==> config.mk <==
export PLATFORM = sky130hd
export DESIGN_NAME = kmpq_cell
export DESIGN_NICKNAME = d
export VERILOG_FILES = /design/src/hw/rtl/kmpq_pkg.sv /design/src/hw/rtl/kmpq_cell.sv
export SDC_FILE = /design/constraint.sdc
export NUM_CORES = 1
export LEC_CHECK = 0
export ABC_AREA = 0
export BUFFER_PORTS_ARGS = -buffer_cell sky130_fd_sc_hd__buf_4
export CAP_MARGIN = 15
export CORE_ASPECT_RATIO = 0.5
export CORE_UTILIZATION = 38
export DETAILED_ROUTE_END_ITERATION = 6
export PLACE_DENSITY = 0.82
export SYNTH_ARGS = -nofsm -noshare
export SYNTH_HDL_FRONTEND = slang
export SYNTH_SLANG_ARGS = --single-unit
export TNS_END_PERCENT = 5
==> constraint.sdc <==
create_clock -name clk -period 2.8 [get_ports clk]
set_input_delay 0.56 -clock clk [delete_from_list [all_inputs] [get_ports clk]]
set_output_delay 0.56 -clock clk [all_outputs]
set_load 0.02 [all_outputs]
==> src/hw/rtl/kmpq_pkg.sv <==
// Shared types and constants for the keyed minimum priority queue.
`default_nettype none
package kmpq_pkg;

	localparam int DEPTH    = 64;
	localparam int KEY_BITS = 16;
	localparam int VAL_W    = 32;
	localparam int IN_KEY_W = 16;
	localparam int FILL_W   = 7;
	localparam int IDX_W    = (DEPTH > 1) ? $clog2(DEPTH) : 1;
	localparam int CNT_W    = $clog2(DEPTH + 1);

	localparam logic [1:0] MODE_ADD = 2'd0;
	localparam logic [1:0] MODE_UPD = 2'd1;
	localparam logic [1:0] MODE_DEQ = 2'd2;

	localparam logic [1:0] STAT_DONE   = 2'd0;
	localparam logic [1:0] STAT_FULL   = 2'd1;
	localparam logic [1:0] STAT_EMPTY  = 2'd2;
	localparam logic [1:0] STAT_ABSENT = 2'd3;

	typedef logic [KEY_BITS-1:0]     key_t;
	typedef logic signed [VAL_W-1:0] val_t;

	typedef struct packed {
		logic [1:0]              mode;
		logic [IN_KEY_W-1:0]     in_key;
		logic signed [VAL_W-1:0] in_value;
	} in_t;

	typedef struct packed {
		logic [IN_KEY_W-1:0]     out_key;
		logic signed [VAL_W-1:0] out_value;
		logic                    out_valid;
		logic [1:0]              status;
		logic                    queue_empty;
		logic [FILL_W-1:0]       fill_level;
	} out_t;

	typedef struct packed {
		logic valid;
		key_t key;
		val_t value;
	} ent_t;

	typedef struct packed {
		ent_t ent;
		logic lt;
		logic le;
	} nb_t;

	typedef struct packed {
		logic load;
		key_t key;
		val_t value;
	} cmp_t;

	typedef struct packed {
		logic apply;
		logic ins;
		logic sel_lt;
		logic rm_here;
		logic rm_prev;
	} apply_t;

endpackage
`default_nettype wire

==> src/hw/rtl/kmpq_cell.sv <==
// One slot of the sorted entry chain: compare against a command, then shift or load.
`default_nettype none
module kmpq_cell (
	input  logic            clk,
	input  logic            arst_n,
	input  kmpq_pkg::cmp_t   cmp,
	input  kmpq_pkg::apply_t ctl,
	input  kmpq_pkg::ent_t   ins_ent,
	input  kmpq_pkg::nb_t    prev,
	input  kmpq_pkg::nb_t    next,
	output kmpq_pkg::nb_t    self,
	output logic            match
);
	import kmpq_pkg::*;

	logic valid_q;
	key_t key_q;
	val_t value_q;
	logic lt_q;
	logic le_q;
	nb_t  own;
	nb_t  rsel;
	nb_t  rprev;
	logic l_r;
	logic l_p;
	ent_t nxt;

	always_comb begin
		own.ent.valid = valid_q;
		own.ent.key   = key_q;
		own.ent.value = value_q;
		own.lt        = lt_q;
		own.le        = le_q;
		rsel  = ctl.rm_here ? next : own;
		rprev = ctl.rm_prev ? own : prev;
		l_r   = ctl.sel_lt ? rsel.lt : rsel.le;
		l_p   = ctl.sel_lt ? rprev.lt : rprev.le;
		priority if (!ctl.ins || l_r) begin
			nxt = rsel.ent;
		end else if (l_p) begin
			nxt = ins_ent;
		end else begin
			nxt = rprev.ent;
		end
	end

	assign self  = own;
	assign match = valid_q && (key_q == cmp.key);

	always_ff @(posedge clk or negedge arst_n) begin
		if (!arst_n) begin
			valid_q <= 1'b0;
			lt_q    <= 1'b0;
			le_q    <= 1'b0;
		end else begin
			if (cmp.load) begin
				lt_q <= valid_q && (value_q < cmp.value);
				le_q <= valid_q && (value_q <= cmp.value);
			end
			if (ctl.apply) begin
				valid_q <= nxt.valid;
			end
		end
	end

	always_ff @(posedge clk) begin
		if (ctl.apply) begin
			key_q   <= nxt.key;
			value_q <= nxt.value;
		end
	end

endmodule
`default_nettype wire

**Yosys cells after proc, flatten, opt, wreduce, memory -nomap -nowiden**

Cells that the tools add are included.

- Register bits: 51
- Bits of input ports: 207
- Output and inout port bits: 52
- Logic and storage cells: 22

- Order comparisons: 2
- Eq/ne operators: 3
- Muxes and demuxes: 6
- Reductions and logical operators: 6

Operator list:

| cell | number |
|---|---|
| $mux W51 | 2 |
| $mux W49 | 2 |
| $le A32 B32 Y1 | 1 |
| $lt A32 B32 Y1 | 1 |
| $eq A16 B16 Y1 | 1 |
| $logic_and A1 B1 Y1 | 3 |
| $ne A3 B1 Y1 const B | 1 |
| $reduce_and A3 Y1 | 1 |
| $mux W1 | 2 |
| $ne A2 B2 Y1 const B | 1 |
| $logic_not A1 Y1 | 1 |
| $logic_or A1 B1 Y1 | 1 |

**Longest topological paths before layout**

- Depth in word-level cells: 5
- Depth in mapped cells: 8

**Worst setup path before layout**

Ideal clock, no wire load.

- Path kind: input port to flip-flop
- Start: in ctl[1] (netlist name)
- End: reg key_q[0], enable pin
- Library setup time: 422 ps
- Arrival: 2737 ps
- Data required time: 2378 ps
- Path slack: -359 ps
- Cell stages on the path: 5
- Path buffers: 1
- Cells stage by stage: mux4_2 -> inv_2 -> nand3_2 -> buf_2 -> a21boi_2

- Word-level cells in the longest chain between the ends: 5
- Elaborated cells between the ends (all ways): 6
- Those cells by class: 2 x eq/ne; 2 x mux; 2 x reduce/logical

Ends and longest elaborated chain:

| item | RTL line | text |
|---|---|---|
| start: declaration | kmpq_cell.sv:7 | `input kmpq_pkg::apply_t ctl,` |
| $mux W51 | kmpq_cell.sv:34 | `rsel = ctl.rm_here ? next : own;` |
| $mux W1 | kmpq_cell.sv:36 | `l_r = ctl.sel_lt ? rsel.lt : rsel.le;` |
| $logic_or A1 B1 Y1 | kmpq_cell.sv:38 | `priority if (!ctl.ins \|\| l_r) begin` |
| $ne A3 B1 Y1 (no line) or $ne A2 B2 Y1 (tied branches) | - |  |
| $reduce_and A3 Y1 (no line) * | - |  |
| end signal: assignment | kmpq_cell.sv:68 | `key_q <= nxt.key;` |
| end: declaration | kmpq_cell.sv:17 | `key_t key_q;` |

Mark *: on every way between the ends. The rest lies on a longest branch, timed or not. The select of a mux whose other input is x is not followed.
A chain may end at the register's enable or synchronous reset.

**Final worst setup path**

- Start: reg key_q[6]
- End: out match

- Word-level cells in the longest chain between the ends: 2

Ends and longest elaborated chain:

| item | RTL line | text |
|---|---|---|
| $eq A16 B16 Y1 | kmpq_cell.sv:48 | `assign match = valid_q && (key_q == cmp.key);` |
| $logic_and A1 B1 Y1 | kmpq_cell.sv:48 |  |
| end: declaration | kmpq_cell.sv:12 | `output logic match` |

No other way between the ends.

==> run metrics <==
clk sinks=51; Yosys cell types=36; setup repair bufs after CTS=0; status=finished clean; worst setup path class=reg2out; via count=3,655; Post-Route WL=11,510 um; post-route antenna net violation count=0; layout cell share with drive strength beyond 1=44.36%; Slew Viols, Final=0; Max VDD drop=0.3106 mV; Die W=141.3 um; Startpoint Class=register; IO Count=259; starting DRC count in detailed routing=125; post-layout min period=2.408 ns; cts hold-fix bufs=0; register area share after synthesis=41.14%; area of the multi-input gates=0.001924 mm2; commonest non-fill, non-tap cell in the layout=buf_4; Critical Path Sink Type=output port; Nets=867; H-tree depth=2; CTS tree=built; Setup TNS Final=0 ns; Final Cycle Share=86.01%; syn nets=614; Root Buffer Master=clkbuf_16; first-pass GRT wire length=17,680 um; WP data required=2.24 ns; gr ovfl total=0; drt via density=4.816; post-synth top area share=39.10%; R2R depth=5; worst-path cell chain=xor2_1 -> nor4_1 -> nand4_1 -> nor3_1 -> buf_4; clock transition at the registers of the reported paths=0.07 ns; die height=71.64 um; Placer Congestion=0.8989; synth warn=0; slowest stage cell, crit path=edfxtp_1; TritonCTS Buffers=5; HPWL Detailed=9731 um; RSZ-0062 raised after global routing=no; Hold Violations, Final=0; Core ar.=0.009039 mm2; drt first pass iters=4; Post-Syn Area=0.003686 mm2; Fill cells=777; Power Dens Cells=450.5 mW/mm2; most frequent cells in the layout=263 x buf_4, 61 x nand2_1, 50 x mux2i_1; cts repair resizes=0; Register Area=0.001516 mm2; Worst Hold Class=in2async; max_cap viols=0; CP arrival=1.85 ns; Max stage delay on crit path=0.43 ns; Worst Skew=0.004827 ns; Leakage=0.002950 uW; Worst R2R Start=value_q[31]$_DFFE_PP_; P&R area growth vs syn=60.52%; WL/cell=15.16 um; Slew @ Worst Pin=0.5605 ns; detailed-route DRC error count=0; number of global-route vias before repair=3,764; post-synth top area cell=edfxtp_1; Peak Freq=0.4152 GHz; Max FO, Critical Path=2; area of the die=0.01012 mm2; FP Rows=24; ranking of synthesized cells by area=edfxtp_1 39%, mux2i_1 14%, ha_1 11%, nand2_1 6.2%, o21ai_0 5.7%; number of diodes=0; PortBufs=258; Total GRT Usage=22.49%; largest net degree at the start of global routing=50; Setup-failing EPs final=0; reg2reg setup slack=0.78 ns; Worst Hold Margin=0.05025 ns; reg-to-reg endpoint=le_q$_DFFE_PN0P_; synthesized flop and latch total=51; worst skew pair latency=0.28 ns; Clock Path Buffers=2; relative slew slack=62.29%; initial antenna violation count=0; initial core utilization=40.78%; synthesized instance count=375; Mean Syn Cell Area=9.829 um2
## registers in the layout (all words and copies together), names as in the netlist
| signal | count |
|---|---|
| le_q | 1 |
| value_q | 32 |
| key_q | 16 |
| valid_q | 1 |
| lt_q | 1 |
## critical path: cells and delay by family (launching register included)
kind	cells	cell delay (ns)
XOR/XNOR	1	0.17
buffers and inverters	1	0.17
flip-flops	1	0.43
AND/OR/NAND/NOR	3	0.80
## final cells by class
cell class	instances	area share, %
inverter	36	2.284
clock inverter	3	0.6555
timing repair buffer	265	34.05
clock buffer	5	2.115
sequential	51	25.63
multi-input combinational	269	32.52
tap	130	2.749
## where the power goes
| group | switching (uW) | internal, uW |
|---|---|---|
| clock network | 261 | 417 |
| registers | 55.7 | 949 |
| logic | 484 | 498 |
## cells by family after synthesis
group                    share of synthesized area (%)
AO/OA/AOI/OAI                                    11.88
XOR/XNOR                                         3.802
adder cells (fa/ha/maj)                          10.86
buffers and inverters                            7.094
flip-flops                                       41.14
multiplexers                                     14.60
AND/OR/NAND/NOR                                  10.62
## stage by stage
| step | std cells | area [um2] | setup WS [ns] | util [%] | total power, uW |
|---|---|---|---|---|---|
| final | 759 | 5917 | 0.3916 | 65.46 | 2666 |
| after global routing | 759 | 5917 | 0.2442 | 65.46 | 2800 |
| after CTS | 759 | 5917 | 0.3433 | 65.46 | 2690 |
| after detailed placement | 751 | 5753 | 0.4103 | 63.65 | 2006 |
| after global placement | 751 | 5753 | 0.3714 | 63.65 | 1981 |
| after floorplan | 375 | 3694 | 0.1309 | - | 1555 |
## how the worst max path moves through the flow
stage	to	start	slack, ns	cells past startpoint
final	match	key_q[6]$_DFFE_PP_	0.39	5
after global routing	match	key_q[15]$_DFFE_PP_	0.24	5
after CTS	match	key_q[15]$_DFFE_PP_	0.34	5
after detailed placement	match	cmp[47]	0.41	6
after global placement	match	cmp[47]	0.37	6
after floorplan	key_q[0]$_DFFE_PP_	ctl[1]	0.13	5
## synthesized netlist by cell type
cell type / instances
nand2_1: 61
buf_6: 2
nand2b_1: 1
o21ai_0: 42
dfrtp_1: 3
nand3_1: 6
o211ai_1: 1
xor2_1: 16
mux2i_1: 50
edfxtp_1: 48
inv_1: 35
ha_1: 32
a221o_1: 1
a211oi_1: 1
nor2_1: 4
clkbuf_1: 7
a211o_1: 2
nor2b_1: 1
nand3_2: 1
a21boi_2: 2
o21a_1: 1
inv_2: 1
nor3_1: 4
a22oi_1: 1
nand4_1: 7
mux4_2: 1
buf_8: 1
o2bb2ai_1: 1
o21ai_1: 11
a21o_1: 1
buf_4: 7
buf_2: 2
mux2_4: 1
a21oi_1: 14
nor4_1: 5
a31oi_1: 1
## per-layer routing
metal  up-vias  GRT usage, %  share of wire [%]  routed length [um]
li1       1843             -                  -                   -
met1      1715         26.27                 41                4756
met2        91         44.28                 54                6254
met3         6         3.743                3.8                 437
met4         0         3.382               0.49                  56
met5         -             0                  0                   0
Note: power is estimated with default switching activity, not from simulation.
